### src/sv/iff_pkg.sv
// ----------------------------------------------------------------------------
// iff_pkg
// shared types and constants for the integer field formatter
// ----------------------------------------------------------------------------
package iff_pkg;

    localparam int DIGIT_BUFFER_DEF = 22;
    localparam int MAX_FIELD_DEF    = 60;
    localparam int FIELD_CAP        = 64;

    localparam logic [1:0] BASE_OCT = 2'd0;
    localparam logic [1:0] BASE_DEC = 2'd1;

    localparam int FLAG_LEFT  = 0;
    localparam int FLAG_PLUS  = 1;
    localparam int FLAG_SPACE = 2;
    localparam int FLAG_ALT   = 3;
    localparam int FLAG_ZERO  = 4;
    localparam int FLAG_GROUP = 5;

    localparam logic [7:0] CH_SPACE = 8'h20;
    localparam logic [7:0] CH_PLUS  = 8'h2b;
    localparam logic [7:0] CH_MINUS = 8'h2d;
    localparam logic [7:0] CH_COMMA = 8'h2c;
    localparam logic [7:0] CH_ZERO  = 8'h30;

    typedef struct packed {
        logic [63:0] value_bits;
        logic        is_unsigned;
        logic [1:0]  base_select;
        logic [5:0]  field_width;
        logic [6:0]  precision;
        logic [5:0]  format_flags;
        logic        upper_case;
    } t_in_item;

    typedef struct packed {
        logic [7:0] out_char;
        logic       last_char;
    } t_out_item;

    typedef enum logic [1:0] {
        S_IDLE,
        S_CONV,
        S_PUSH
    } t_front_state;

    typedef enum logic [2:0] {
        E_IDLE,
        E_LSPACE,
        E_SIGN,
        E_PREFIX,
        E_ZEROS,
        E_DIGITS,
        E_TSPACE
    } t_emit_state;

    // ascii for one digit value
    function automatic logic [7:0] digit_char(input logic [3:0] d, input logic upper);
        logic [7:0] c;
        begin
            if (d < 4'd10) begin
                c = CH_ZERO + {4'd0, d};
            end else if (upper) begin
                c = 8'h37 + {4'd0, d};
            end else begin
                c = 8'h57 + {4'd0, d};
            end
            return c;
        end
    endfunction

endpackage

### src/sv/iff_queue.sv
// ----------------------------------------------------------------------------
// iff_queue
// two-entry job queue between the converter and the emitter
// ----------------------------------------------------------------------------
module iff_queue
    import iff_pkg::*;
#(
    parameter int JOB_W = 8
) (
    input  logic             i_clk,
    input  logic             i_rst_n,
    input  logic             i_push,
    input  logic [JOB_W-1:0] i_job,
    output logic             o_full,
    input  logic             i_pop,
    output logic             o_valid,
    output logic [JOB_W-1:0] o_job
);

    logic [1:0][JOB_W-1:0] r_mem;
    logic       r_wp, r_rp;
    logic [1:0] r_cnt;

    assign o_full  = (r_cnt == 2'd2);
    assign o_valid = (r_cnt != 2'd0);
    assign o_job   = r_mem[r_rp];

    always_ff @(posedge i_clk) begin
        if (!i_rst_n) begin
            r_wp  <= 1'b0;
            r_rp  <= 1'b0;
            r_cnt <= 2'd0;
        end else begin
            if (i_push) begin
                r_wp <= ~r_wp;
            end
            if (i_pop) begin
                r_rp <= ~r_rp;
            end
            r_cnt <= r_cnt + {1'b0, i_push} - {1'b0, i_pop};
        end
    end

    always_ff @(posedge i_clk) begin
        if (i_push) begin
            r_mem[r_wp] <= i_job;
        end
    end

endmodule

### config.mk
export PLATFORM = sky130hd
export DESIGN_NAME = iff_queue
export DESIGN_NICKNAME = d
export VERILOG_FILES = /design/src/sv/iff_pkg.sv /design/src/sv/iff_queue.sv
export SDC_FILE = /design/constraint.sdc
export NUM_CORES = 1
export LEC_CHECK = 0
export BUFFER_PORTS_ARGS = -buffer_cell sky130_fd_sc_hd__buf_2
export CAP_MARGIN = 20
export CORE_ASPECT_RATIO = 1.1
export CORE_MARGIN = 2
export CORE_UTILIZATION = 40
export CTS_BUF_LIST = sky130_fd_sc_hd__clkbuf_4
export DETAILED_ROUTE_END_ITERATION = 6
export GPL_TIMING_DRIVEN = 0
export SLEW_MARGIN = 20
export SYNTH_ARGS = -nofsm -noshare
export SYNTH_HDL_FRONTEND = slang
export SYNTH_SLANG_ARGS = --single-unit
### constraint.sdc
create_clock -name i_clk -period 1.44 [get_ports i_clk]
set_clock_uncertainty 0.05 [all_clocks]
set_input_delay 0.144 -clock i_clk [delete_from_list [all_inputs] [get_ports i_clk]]
set_output_delay 0.144 -clock i_clk [all_outputs]
set_load 0.03 [all_outputs]
==> reports/results.ini <==
[outcome]
status = completed

[drt]
postRouteAntennaNets = 0
drcViolationCount = 0
post_drt_via_cell_ratio = 4.71
drt-pass1-iter-count = 4
dr_total_vias = 457
first_iter_violations = 11
totalWireLength_um = 1190
route.detailed.wl_per_inst_um = 12.2

[clock_tree]
cts_made_buffers = 3
clk_pin_slew_ns = 0.10
cts_tree = done
cts-root-buf = clkbuf_4
clock-sinks = 20
cts_buffer_depth = 2
htree_levels = 1
clk_latency_ns = 0.28

[min_path]
timing.hold.worst.class = in2reg
worstHoldStart = i_rst_n

[synthesis]
netlist_instances = 44
synth.mux.area_fraction = 0.116
synth_top_cells_by_count = 16 x edfxtp_1, 8 x mux2_1, 4 x dfxtp_1, 4 x nor2b_1, 3 x and2_1
synthArstFlopShare = 0
synth_edf_count = 16
synth_xor_area_frac = 0.0401
synthSimpleGateAreaFrac = 0.0642
yosysMostFrequentCell = edfxtp_1
synth_top_area_share = 0.616
ys_ff_latch = 20
yosys_warnings = 0
synth-compound-area-share = 0.00963
synth_area_leaders = edfxtp_1 62%, mux2_1 12%, dfxtp_1 10%
synth_top_family_by_area = multiplexers
synth_nets = 58
yosysSeqAreaShare = 0.719
synth_cell_types = 12
synth_top_cell_by_area = edfxtp_1
netlist_area_um2 = 779
synth_adder_area_share = 0.0321
syn_avg_cell_area_um2 = 17.7
synth_ff_type = edfxtp_1

[die]
floorplan.initialDensity = 0.433
die_y_um = 50.3
die_w_um = 46.1
core_um2 = 1800
die_area_um2 = 2320
io_pins = 22
num_rows = 16

[final_layout]
nets = 94
final.fill_count = 150
drive_gt1_frac = 0.430
syn_to_final_growth_pct = 42.4
diodes = 0

[sta]
finalCriticalPeriod_ns = 1.41
max_freq_ghz = 0.710
rsz0062_at_grt = true
hold_violations = 0
tns_ns = 0
final.setup.worst_slack_ns = 0.0324
report.final.slew_viol_count = 0
final.period_utilization = 0.977
slew_headroom = 0.500
setup_viol = 0
worstMarginPinSlew_ns = 0.748

[placed_design]
globalplace.congestion = 0.642
preCtsSetupSlack_ns = 0.0691
place_hpwl_um = 786
numPortBuffers = 21

[power]
cellLeakagePower_nw = 0.468
ir_drop_mv = 0.668
powerDensity_nw_per_um2 = 1160

[setup_path]
path_cells = buf_6 > mux2_4 > buf_6
crit_type = reg2out
start_kind = flop
crit_buf_inv = 2
crit_required_ns = 1.25
startpoint = r_rp$_SDFFE_PN0P_
slowest_delay_ns = 0.35
rrSetupSlack_ns = 0.11
critPathArrivalTime_ns = 1.21
crit_family = flip-flops
r2r-start = r_wp$_SDFFE_PN0P_
slowest_stage = dfxtp_2
path_max_fanout = 5
worst_setup_path_end_kind = output pin
cp_common_cell = buf_6

[grt]
grt_pass1_vias = 467
track_usage = 0.121
antenna_found_initial = 0
grt_first_pass_wirelength_um = 1980
grt_start_max_net_pins = 12
grt-ovfl-total = 0

[run]
cap_violations = 0

metal layers:
| layer | global-route usage | up-vias | wire, um |
|---|---|---|---|
| met5 | 0 | - | 0 |
| met4 | 0.0286 | 0 | 0 |
| met2 | 0.215 | 12 | 645 |
| li1 | - | 227 | - |
| met3 | 0.0324 | 0 | 39 |
| met1 | 0.138 | 218 | 501 |
layout by cell type (no fill, tap or decap), drive strengths merged, types with 2 or more instances in the layout:
| cell | count |
|---|---|
| buf | 24 |
| inv | 2 |
| nor2b | 4 |
| and2 | 3 |
| mux2 | 8 |
| ha | 2 |
| clkbuf | 4 |
| dfxtp | 4 |
| dlygate4sd3 | 8 |
| edfxtp | 16 |
path summary, 6_finish.rpt:
kind,to,depth (start not counted)
setup reg to reg,r_mem[7]$_DFFE_PP_,1
setup / recovery,o_job[3],3
hold / removal,r_wp$_SDFFE_PN0P_,2
hold reg to reg,r_wp$_SDFFE_PN0P_,2
stage by stage:
stage	util	std cells	cell area (um^2)	hold WS [ns]	total power [mW]
after floorplan	-	44	779	0.193	0.877
after global placement	0.503	83	907	0.283	0.945
after detailed placement	0.503	83	907	0.287	0.949
after CTS	0.599	97	1080	0.0392	1.28
after global routing	0.616	97	1110	0.0418	1.36
final	0.616	97	1110	0.0432	1.28
final cells by class:
class | count | area [um^2] | area share
Clock buffer | 4 | 30.0 | 0.0271
Buffer | 1 | 11.3 | 0.0101
Multi-Input combinational cell | 21 | 223 | 0.201
Sequential cell | 20 | 562 | 0.506
Inverter | 2 | 7.51 | 0.00676
Tap cell | 18 | 22.5 | 0.0203
Timing Repair Buffer | 31 | 254 | 0.229
state kept, by name, indices dropped and copies added (netlist names):
name and flops:
r_mem 16, r_wp 1, r_cnt 2, r_rp 1
power by group:
part	total, mW	leakage, nW	switching, mW	internal (mW)
clock network	0.273	0.0184	0.146	0.126
logic	0.325	0.266	0.158	0.168
registers	0.686	0.184	0.0186	0.668
total	1.28	0.468	0.323	0.961
cell families after synthesis:
group / after synthesis
AO/OA/AOI/OAI: 1
adder cells (fa/ha/maj): 2
AND/OR/NAND/NOR: 8
flip-flops: 20
multiplexers: 8
XOR/XNOR: 2
buffers and inverters: 3
what timing repair did:
item                                   4_1_cts  5_1_grt
gates cloned                                 1        0
setup endpoints to repair                    8        8
endpoints found under the hold margin       15        0
hold buffers                                 8        0
setup buffers                                1        0
gates resized for setup                     17        9
Power figures use the tool's default switching activity.
