<file path="src/sv/iff_pkg.sv">
// ----------------------------------------------------------------------------
// iff_pkg
// shared types and constants for the integer field formatter
// ----------------------------------------------------------------------------
package iff_pkg;

    localparam int DIGIT_BUFFER_DEF = 22;
    localparam int MAX_FIELD_DEF    = 60;
    localparam int FIELD_CAP        = 64;

    localparam logic [1:0] BASE_OCT = 2'd0;
    localparam logic [1:0] BASE_DEC = 2'd1;

    localparam int FLAG_LEFT  = 0;
    localparam int FLAG_PLUS  = 1;
    localparam int FLAG_SPACE = 2;
    localparam int FLAG_ALT   = 3;
    localparam int FLAG_ZERO  = 4;
    localparam int FLAG_GROUP = 5;

    localparam logic [7:0] CH_SPACE = 8'h20;
    localparam logic [7:0] CH_PLUS  = 8'h2b;
    localparam logic [7:0] CH_MINUS = 8'h2d;
    localparam logic [7:0] CH_COMMA = 8'h2c;
    localparam logic [7:0] CH_ZERO  = 8'h30;

    typedef struct packed {
        logic [63:0] value_bits;
        logic        is_unsigned;
        logic [1:0]  base_select;
        logic [5:0]  field_width;
        logic [6:0]  precision;
        logic [5:0]  format_flags;
        logic        upper_case;
    } t_in_item;

    typedef struct packed {
        logic [7:0] out_char;
        logic       last_char;
    } t_out_item;

    typedef enum logic [1:0] {
        S_IDLE,
        S_CONV,
        S_PUSH
    } t_front_state;

    typedef enum logic [2:0] {
        E_IDLE,
        E_LSPACE,
        E_SIGN,
        E_PREFIX,
        E_ZEROS,
        E_DIGITS,
        E_TSPACE
    } t_emit_state;

    // ascii for one digit value
    function automatic logic [7:0] digit_char(input logic [3:0] d, input logic upper);
        logic [7:0] c;
        begin
            if (d < 4'd10) begin
                c = CH_ZERO + {4'd0, d};
            end else if (upper) begin
                c = 8'h37 + {4'd0, d};
            end else begin
                c = 8'h57 + {4'd0, d};
            end
            return c;
        end
    endfunction

endpackage

</file>
<file path="src/sv/iff_emit.sv">
// ----------------------------------------------------------------------------
// iff_emit
// walks the parts of one field and, once its first character is out, sends one character per cycle
// ----------------------------------------------------------------------------
module iff_emit
    import iff_pkg::*;
#(
    parameter int DIGIT_BUFFER = DIGIT_BUFFER_DEF,
    parameter int DW           = $clog2(DIGIT_BUFFER + 1),
    parameter int JOB_W        = 8 + 8 + 3 + 7 + DW + 1 + 1 + 1 + 4 * DIGIT_BUFFER
) (
    input  logic             i_clk,
    input  logic             i_rst_n,
    input  logic             i_valid,
    input  logic [JOB_W-1:0] i_job,
    output logic             o_pop,
    output logic             o_strobe,
    output t_out_item        o_item
);

    logic [7:0] r_spad, r_zpad;
    logic [2:0] r_sgn;
    logic [6:0] r_seps;
    logic [DW-1:0] r_pos;
    logic       r_left, r_prefix, r_upper, r_pfx2, r_comma;
    logic [DIGIT_BUFFER-1:0][3:0] r_dig;
    logic [5:0] r_ocnt;

    t_emit_state r_st, n_st;
    logic        r_strobe;
    t_out_item   r_out;

    logic [7:0]  n_ch;
    logic        w_emit, w_done;
    logic [7:0]  w_sign;

    assign w_sign = (r_sgn == {CH_MINUS[5], CH_MINUS[1:0]}) ? CH_MINUS
                  : (r_sgn == {CH_PLUS[5], CH_PLUS[1:0]})   ? CH_PLUS : CH_SPACE;

    // next state from what remains of the field
    function automatic t_emit_state after_sign(input logic pre, input logic [7:0] z);
        begin
            if (pre) return E_PREFIX;
            if (z != 8'd0) return E_ZEROS;
            return E_DIGITS;
        end
    endfunction

    logic w_last_digit;
    logic [DW-1:0] w_pm1;
    logic [13:0] w_m43;
    logic w_comma_next;

    always_comb begin
        w_pm1        = r_pos - DW'(1);
        w_last_digit = (r_pos == DW'(1)) && !r_comma;
        // multiple of three left: compare against three times (x * 43) >> 7
        w_m43        = 14'(w_pm1) * 14'd43;
        w_comma_next = (r_seps != 7'd0) && (w_pm1 != '0)
                     && (7'(w_pm1) == 7'(w_m43[12:7]) * 7'd3);
        n_st   = r_st;
        n_ch   = CH_SPACE;
        w_emit = 1'b0;
        w_done = 1'b0;
        o_pop  = 1'b0;
        unique case (r_st)
            E_IDLE: begin
                if (i_valid) begin
                    o_pop = 1'b1;
                    n_st  = E_LSPACE;
                end
            end
            E_LSPACE: begin
                if (!r_left && r_spad != 8'd0) begin
                    w_emit = 1'b1;
                    n_ch   = CH_SPACE;
                    if (r_spad == 8'd1) begin
                        n_st = (r_sgn != 3'd0) ? E_SIGN : after_sign(r_prefix, r_zpad);
                    end
                end else begin
                    n_st = (r_sgn != 3'd0) ? E_SIGN : after_sign(r_prefix, r_zpad);
                end
            end
            E_SIGN: begin
                w_emit = 1'b1;
                n_ch   = w_sign;
                n_st   = after_sign(r_prefix, r_zpad);
            end
            E_PREFIX: begin
                w_emit = 1'b1;
                if (!r_pfx2) begin
                    n_ch = CH_ZERO;
                end else begin
                    n_ch = r_upper ? 8'h58 : 8'h78;
                    n_st = (r_zpad != 8'd0) ? E_ZEROS : E_DIGITS;
                end
            end
            E_ZEROS: begin
                w_emit = 1'b1;
                n_ch   = CH_ZERO;
                if (r_zpad == 8'd1) begin
                    n_st = E_DIGITS;
                end
            end
            E_DIGITS: begin
                w_emit = 1'b1;
                if (r_comma) begin
                    n_ch = CH_COMMA;
                end else begin
                    n_ch = digit_char(r_dig[w_pm1], r_upper);
                end
                if (w_last_digit) begin
                    if (r_left && r_spad != 8'd0) begin
                        n_st = E_TSPACE;
                    end else begin
                        w_done = 1'b1;
                        n_st   = E_IDLE;
                    end
                end
            end
            E_TSPACE: begin
                w_emit = 1'b1;
                n_ch   = CH_SPACE;
                if (r_spad == 8'd1) begin
                    w_done = 1'b1;
                    n_st   = E_IDLE;
                end
            end
            default: n_st = E_IDLE;
        endcase
        // field cap: 64th character always ends it
        if (w_emit && r_ocnt == 6'd63) begin
            w_done = 1'b1;
            n_st   = E_IDLE;
        end
    end

    always_ff @(posedge i_clk) begin
        if (!i_rst_n) begin
            r_st     <= E_IDLE;
            r_strobe <= 1'b0;
        end else begin
            r_st     <= n_st;
            r_strobe <= w_emit;
        end
    end

    always_ff @(posedge i_clk) begin
        r_out.out_char  <= n_ch;
        r_out.last_char <= w_done;
        if (o_pop) begin
            {r_spad, r_zpad, r_sgn, r_seps, r_pos, r_left, r_prefix,
             r_upper, r_dig} <= i_job;
            r_pfx2  <= 1'b0;
            r_comma <= 1'b0;
            r_ocnt  <= 6'd0;
        end else if (w_emit) begin
            r_ocnt <= r_ocnt + 6'd1;
            unique case (r_st)
                E_LSPACE, E_TSPACE: r_spad <= r_spad - 8'd1;
                E_PREFIX:           r_pfx2 <= 1'b1;
                E_ZEROS:            r_zpad <= r_zpad - 8'd1;
                E_DIGITS: begin
                    if (r_comma) begin
                        r_comma <= 1'b0;
                    end else begin
                        r_pos   <= w_pm1;
                        r_comma <= w_comma_next;
                    end
                end
                default: ;
            endcase
        end
    end

    assign o_strobe = r_strobe;
    assign o_item   = r_out;

endmodule

</file>
<file path="config.mk">
export PLATFORM = sky130hd
export DESIGN_NAME = iff_emit
export DESIGN_NICKNAME = d
export VERILOG_FILES = /design/src/sv/iff_pkg.sv /design/src/sv/iff_emit.sv
export SDC_FILE = /design/constraint.sdc
export NUM_CORES = 1
export LEC_CHECK = 0
export ABC_CLOCK_PERIOD_IN_PS = 12600
export CORE_UTILIZATION = 55
export CTS_BUF_LIST = sky130_fd_sc_hd__clkbuf_4
export CTS_CLUSTER_SIZE = 40
export DETAILED_ROUTE_END_ITERATION = 16
export DONT_BUFFER_PORTS = 1
export GPL_ROUTABILITY_DRIVEN = 0
export MAX_ROUTING_LAYER = met4
export PLACE_DENSITY = 0.7
export SYNTH_ARGS = -nofsm -noshare
export SYNTH_HDL_FRONTEND = slang
export SYNTH_SLANG_ARGS = --single-unit
</file>
<file path="constraint.sdc">
create_clock -name i_clk -period 12.6 [get_ports i_clk]
set_input_delay 3.78 -clock i_clk [delete_from_list [all_inputs] [get_ports i_clk]]
set_output_delay 3.78 -clock i_clk [all_outputs]
set_load 0.02 [all_outputs]
</file>
==> results of run 1 <==
## logic make-up (layout without fill, tap and decap cells)
logic type / Yosys count / in the layout / synth area share [%]
compound gates: 92 / 92 / 8.23
xor+xnor: 30 / 30 / 4.04
fa+ha+maj: 31 / 31 / 5.97
buf+inv: 49 / 61 / 3.17
flops: 142 / 142 / 59.1
mux: 37 / 37 / 9.09
other cells: 1 / 1 / 0.0546
simple gates: 143 / 143 / 10.3
## layout make-up
| type | count | area [um^2] |
|---|---|---|
| fill | 968 | 4860 |
| clock buffer | 17 | 128 |
| clock inverter | 12 | 123 |
| multi-input combinational | 334 | 2590 |
| inverter | 28 | 108 |
| tap | 168 | 210 |
| sequential | 142 | 4060 |
| timing repair buffer | 4 | 30.0 |
## critical path, stage by stage
cell and delay [ns]:
nand3_1 0.05, buf_4 0.27, inv_4 0.45
## per-stage QoR
| stage | cell area (um^2) | std cells | hold WS (ns) | util [%] | setup slack (ns) |
|---|---|---|---|---|---|
| final | 7250 | 705 | 0.519 | 59.9 | 4.26 |
| after global routing | 7250 | 705 | 0.534 | 59.9 | 4.17 |
| after CTS | 7250 | 705 | 0.521 | 59.9 | 4.22 |
| after detailed placement | 7000 | 676 | 0.503 | 57.8 | 4.22 |
| after global placement | 7000 | 676 | 0.475 | 57.8 | 4.25 |
| after floorplan | 6870 | 525 | 0.444 | - | 1.70 |
## synth_stat cells, types with 3 or more instances
cell type,count,area [um^2]
mux2i_1,14,140
a21oi_1,45,225
o221ai_2,3,45.0
nor3_1,15,75.1
nor3b_1,3,22.5
buf_6,3,33.8
nor2_1,51,191
nand2_1,30,113
and2_1,3,18.8
mux4_2,20,450
or3_1,6,37.5
buf_2,3,15.0
a31oi_1,6,37.5
nand3_1,4,20.0
edfxtp_1,122,3660
or2_2,3,18.8
o21ai_0,17,85.1
xnor2_1,18,158
inv_1,25,93.8
o21a_1,3,22.5
ha_1,28,350
xor2_1,10,87.6
nand4_1,4,25.0
dfxtp_1,20,400
clkbuf_1,11,41.3
fa_1,3,60.1
nor2b_1,4,25.0
or4_1,3,22.5
nor4_1,5,31.3
## routing by layer
layer	share of wire (%)	up-vias
li1	-	1973
met1	44	1944
met2	47	149
met3	7.9	17
met4	1.5	0
met5	0	-
## path summary, 6_finish.rpt
kind,end,cells after the start
worst max-delay path,o_pop,3
worst max register to register,r_comma,24
worst min-delay path,r_ocnt[5],2
worst min register to register,r_ocnt[5],2
## sequential cells by signal (all words and copies together) (netlist names)
signal / cells
r_st: 3
o_item: 8
r_ocnt: 6
r_spad: 8
r_pos: 5
r_left: 1
r_upper: 1
r_comma: 1
r_prefix: 1
r_pfx2: 1
o_strobe: 1
r_seps: 7
r_sgn: 3
r_dig: 88
r_zpad: 8
==> results.toml, run 1 <==
[clocking]
htreeDepth = 4
cts_tree = "done"
cts_buffer_depth = 2
cts-root-buf = "clkbuf_4"
cts.repair.resized = 0
cts_sinks = 142
insertion_delay_ns = 0.54
holdBufCountCts = 0
cts-buffers-inserted = 17
cts.clk_slew.worst_paths_ns = 0.11
cts_setup_buffers = 0

[synthesis]
synth_edf_count = 122
ys_ff_latch = 142
syn_area_um2 = 6870
synth_cell_type_count = 60
syn_inst = 525
ys_warn_count = 0
synth_top_flop_cell = "edfxtp_1"
ys_seq_area_share_pct = 59.1
async_reset_ff_share_pct = 0
synth_fp_nets = 681
avgSynthCellArea_um2 = 13.1

[die]
core.rowCount = 40
core-area_um2 = 12100
die_area_um2 = 12900
ios = 136
dieHeight_um = 114
die_w_um = 114
initial_core_util_pct = 56.7

[setup_path]
start_kind = "input port"
rrSetupSlack_ns = 6.09
cp.arrival_ns = 4.56
required_ns = 8.82
crit_type = "in2out"
startpoint = "i_valid"
timing.critical_path.to_type = "output port"
r2r_start = "r_pos[0]"
cp_max_fo = 43

[global_routing]
grt_pass1_vias = 3991
grtUsageMet1_pct = 27.5
grt_usage_pct = 21.6
use_met2_pct = 31.8
grt_util_met3_pct = 8.45
grt_overflow_total = 0
grt_pass1_wl_mm = 19.9
grt_max_degree = 75
antenna_found_initial = 0
busiest_layer = "met2"

[sta]
finalCritPeriodShare_pct = 66.2
hold_viol_final = 0
fin_setup_tns_ns = 0
finalSetupViolCount = 0
slew_viol_final = 0
fin_skew_ns = 0.0197
worst_pin_slew_ns = 0.866
period_minus_slack_ns = 8.34
rsz0062_at_grt = "no"
max_freq_mhz = 120
relSlewSlack_pct = 42.3

[detailed_routing]
drt_iter0_drc = 224
drtAntennaViolNets = 0
drc = 0
routed_wl_mm = 12.6
wl_per_cell_um = 17.8
vias_per_cell = 5.79
vias = 4083
drt_pass1_iterations = 4

[status]
status = "completed"

[final_layout]
mostFrequentLayoutCells = "122 x edfxtp_1, 51 x nor2_1, 45 x a21oi_1"
drive_above_1_share_pct = 12.8
final_common_cell = "edfxtp_1"
fin_nets = 683
num_antenna_cells = 0
area.growth.synth_to_final_pct = 5.54

[run]
cap_viol_max_count = 0

[place]
io_buffer_count = 0
place_hpwl_mm = 9.05

[hold_path]
hp-class = "reg2reg"
worst_hold_startpoint = "r_ocnt[5]"
Power of run 1 is not shown: default switching activity piles up to over one toggle a cycle in this logic, so the estimate is an artifact.
==> run 2, diff against run 1 <==
- ABC_CLOCK_PERIOD_IN_PS: 12600 -> 7000
- PLACE_DENSITY: 0.7 -> 0.73
- clock period: 12.6 -> 7 ns (I/O delays scaled with it)
==> run 2 against run 1 <==
  * Clock skew fell by 0.0024 ns
  * Routed wire length rose by 6.1%
  * Cell area rose by 0.69%
==> results.toml, run 2 (synthesis gave the netlist of run 1 again) <==
[sta]
period_minus_slack_ns = 5.96
relSlewSlack_pct = 31.8
fin_setup_tns_ns = 0
worst_pin_slew_ns = 1.02
rsz0062_at_grt = "no"
fin_ws_ns = 1.04
finalCritPeriodShare_pct = 85.2
slew_viol_final = 0
fin_skew_ns = 0.0173
finalSetupViolCount = 0
hold_viol_final = 0
max_freq_mhz = 168

[hold_path]
hp-class = "reg2reg"

[detailed_routing]
vias = 4121
drc = 0
drtAntennaViolNets = 0
drt_pass1_iterations = 5
drt_iter0_drc = 335
routed_wl_mm = 13.3
vias_per_cell = 5.83
wl_per_cell_um = 18.9

[die]
dieHeight_um = 114
die_w_um = 114
ios = 136
core.rowCount = 40
core-area_um2 = 12100
die_area_um2 = 12900
initial_core_util_pct = 56.7

[global_routing]
antenna_found_initial = 0
grt_util_met3_pct = 7.86
grtUsageMet1_pct = 26.7
busiest_layer = "met2"
grt_max_degree = 87
grt_pass1_wl_mm = 21.2
grt_pass1_vias = 4252
grt_usage_pct = 22.9
use_met2_pct = 36.7
grt_overflow_total = 0

[place]
io_buffer_count = 0
place_hpwl_mm = 9.71
place_ws_ns = 1.10

[final_layout]
nFillCells = 960
fin_nets = 683
mostFrequentLayoutCells = "122 x edfxtp_1, 51 x nor2_1, 45 x a21oi_1"
drive_above_1_share_pct = 13.2
num_antenna_cells = 0
area.growth.synth_to_final_pct = 6.26
final_common_cell = "edfxtp_1"
largest_reg_flops = 88
utilization_pct = 60.3

[clocking]
cts_sinks = 142
cts.repair.resized = 0
cts_tree = "done"
htreeDepth = 4
cts_setup_buffers = 0
cts-root-buf = "clkbuf_4"
insertion_delay_ns = 0.53
holdBufCountCts = 0
cts_buffer_depth = 2
cts.clk_slew.worst_paths_ns = 0.13
cts-buffers-inserted = 17

[setup_path]
crit_chain = "inv_1 > ha_1 > nor3b_2 > xnor2_1 > inv_1 > ha_1 > and2_1 > nor2_1 > ha_1 > ha_1 > ha_1 > or4_4 > and3_4 > or2_2 > xor2_1 > inv_1 > ha_1 > o21bai_1 > a221o_1 > or3_1 > o221ai_2 > xnor2_1 > a32o_1"
cp.arrival_ns = 6.40
max_stage_delay_ns = 0.53
start_kind = "flip-flop"
crit_type = "reg2reg"
cp_max_fo = 6
cp_slowest_cell = "or4_4"
required_ns = 7.44
crit_top_cell = "ha_1"
timing.critical_path.to_type = "flip-flop"

[run]
cap_viol_max_count = 0

[status]
status = "completed"
run 2: cell types whose count changed in the layout (fill, tap and decap cells not counted), sizes merged:
cell and change:
bufinv +1, clkbuf +1, clkinvlp -2, inv +2
run 2: worst max-delay path, delay by kind of cell (launching register included):
kind	cells	cell delay, ns
and+or+nand+nor	7	1.97
adders and majority gates	6	1.68
AOI/OAI and AO/OA	4	0.80
xor gates and xnor gates	3	0.56
DFF	1	0.48
buffers and inverters	3	0.38
run 2: per-stage QoR:
step	hold WS [ns]	cells	instance area [um^2]
finish	0.504	707	7300
global route	0.534	707	7300
CTS	0.492	707	7300
detailed placement	0.476	676	7000
global placement	0.460	676	7000
floorplan	0.444	525	6870
run 2: layout make-up:
type                       instances  area, um^2  share of cell area (%)
inverter                          28         108                    1.47
clock buffer                      18         135                    1.85
multi-input combinational        334        2590                    35.5
sequential                       142        4060                    55.7
clock inverter                    13         165                    2.26
timing repair buffer               4        30.0                   0.411
tap                              168         210                    2.88
run 2: final timing paths:
check             startpoint        end  slack (ns)  cells past startpoint
setup reg to reg    r_pos[1]    r_comma        1.04                     23
hold / removal     r_ocnt[5]  r_ocnt[5]        0.50                      1
setup / recovery    r_pos[1]    r_comma        1.04                     23
hold reg to reg    r_ocnt[5]  r_ocnt[5]        0.50                      1
run 2: routing by layer:
metal	wire [um]	vias to the layer above	part of all wire, %
li1	-	1965	-
met1	5530	1976	42
met3	990	18	7.4
met5	0	-	0
met2	6600	162	50
met4	207	0	1.6
Power of run 2 is left out for the same reason.
==> run 3, diff against run 2 <==
- ABC_AREA: unset -> 1
==> run 3 against run 2 <==
  * Die area up 5.0%
  * Clock-buffer cell count is the same
  * Synthesized cell count is 48% higher
  * Fmax rose by 11%
  * Final cell count grew 37%
  * Non-clock buffer count up 3
  * Cell area up 4.1%
  * Global-route usage grew 1.2 points
  * Via count is 25% higher
  * Critical endpoint unchanged
==> results.toml, run 3 <==
[detailed_routing]
dr_wl_met3_um = 910
routed_wl_mm = 14.9
wl_per_cell_um = 15.4
dr_wl_met2_mm = 7.41
drt_pass1_iterations = 6
drtAntennaViolNets = 0
wl_met1_mm = 6.32
vias = 5140
top_layer = "met4"
drc = 0
vias_per_cell = 5.31
drt_iter0_drc = 328

[final_layout]
final_area_um2 = 7600
nFillCells = 1130
mostFrequentLayoutCells = "207 x nand2_1, 122 x edfxtp_1, 98 x inv_1"
fin_nets = 939
final_common_cell = "nand2_1"
final_cells = 968
num_antenna_cells = 0
drive_above_1_share_pct = 7.41
area.growth.synth_to_final_pct = 5.25
largest_reg_flops = 88

[die]
core-area_um2 = 12700
core.rowCount = 41
dieHeight_um = 117
die_w_um = 117
die_area_um2 = 13600
initial_core_util_pct = 56.8
ios = 136

[status]
status = "completed"

[synthesis]
avgSynthCellArea_um2 = 9.27
ys_top_cells_by_count = "207 x nand2_1, 122 x edfxtp_1, 98 x inv_1, 71 x nor2_1, 69 x nand3_1"
synth_most_common_cell = "nand2_1"
synth.largest_area_cell = "edfxtp_1"
syn_inst = 779
synth_area_leaders = "edfxtp_1 51%, nand2_1 11%, dfxtp_1 5.5%"
ys_ff_latch = 142
synth_top_area_share_pct = 50.7
synth_edf_count = 122
ys_seq_area_share_pct = 56.3
synth_cell_type_count = 43
synth_top_flop_cell = "edfxtp_1"
async_reset_ff_share_pct = 0
ys_warn_count = 0
syn_area_um2 = 7220
synth_fp_nets = 935

[sta]
worst_pin_slew_ns = 1.14
fin_skew_ns = 0.0171
fin_ws_ns = 1.62
hold_viol_final = 0
finalSetupViolCount = 0
max_freq_mhz = 186
rsz0062_at_grt = "no"
slew_viol_final = 0
fin_setup_tns_ns = 0
finalCritPeriodShare_pct = 76.9
period_minus_slack_ns = 5.38
relSlewSlack_pct = 24.2

[clocking]
cts.repair.resized = 0
cts_sinks = 142
cts-root-buf = "clkbuf_4"
cts.clk_slew.worst_paths_ns = 0.12
insertion_delay_ns = 0.54
cts_buffer_depth = 2
cts_setup_buffers = 0
holdBufCountCts = 0
htreeDepth = 4
cts_tree = "done"
cts-buffers-inserted = 17

[place]
io_buffer_count = 0
place_hpwl_mm = 10.6
placed_cell_area_um2 = 7350
place_ws_ns = 1.64
dp_cells = 936

[setup_path]
timing.critical_path.to_type = "flip-flop"
critPathBufInv = 6
cpLargestDelayFamily = "adder cells"
r2r_cells = 30
crit_type = "reg2reg"
required_ns = 7.45
cp_slowest_cell = "xor2_2"
start_kind = "flip-flop"
cp.arrival_ns = 5.84
cp_max_fo = 16
crit_cells = 30
max_stage_delay_ns = 0.66

[global_routing]
grt_pass1_vias = 5048
grt_overflow_total = 0
grt_usage_pct = 24.1
antenna_found_initial = 0
grt_max_degree = 98
grt_pass1_wl_mm = 23.8

[hold_path]
hold_depth = 2
hp-class = "reg2reg"

[run]
cap_viol_max_count = 0
==> run 3: layout make-up <==
cell class	instances	area (um^2)	share of cell area (%)
clock buffers	18	135	1.78
clock inverters	14	116	1.53
inverters	104	393	5.17
multi-input cells	511	2630	34.5
flip-flops and latches	142	4060	53.5
well taps	172	215	2.83
repair buffers	7	52.6	0.691
==> run 3: kinds of logic after synthesis <==
group | synth area share [%]
buffers and inverters | 7.38
AND/OR/NAND/NOR | 22.6
flip-flops | 56.3
other | 0.0519
AO/OA/AOI/OAI | 6.65
adder cells (fa/ha/maj) | 5.68
XOR/XNOR | 1.32
==> run 3: tightest hold or removal path, stage by stage, from the launching register on <==
cell,delay (ns)
dfxtp_1,0.33
nand2_1,0.06
a21oi_1,0.06
==> run 3: final timing paths <==
kind / start / endpoint / slack (ns)
worst min register to register: r_comma / r_comma / 0.49
worst min-delay path: r_comma / r_comma / 0.49
worst max register to register: r_pos[0] / r_comma / 1.62
worst max-delay path: r_pos[0] / r_comma / 1.62
==> run 3: per-layer routing <==
| layer | GRT usage, % | up-vias |
|---|---|---|
| li1 | - | 2588 |
| met1 | 27.9 | 2380 |
| met2 | 39.8 | 152 |
| met3 | 7.42 | 20 |
| met4 | 8.27 | 0 |
| met5 | - | - |
==> run 3: metrics by stage <==
stage	utilization, %	hold WS (ns)
3_3_place_gp	57.8	0.465
6_report	59.7	0.489
3_5_place_dp	57.8	0.464
2_1_floorplan	-	0.445
5_1_grt	59.7	0.512
4_1_cts	59.7	0.487
Power of run 3 is left out for the same reason.
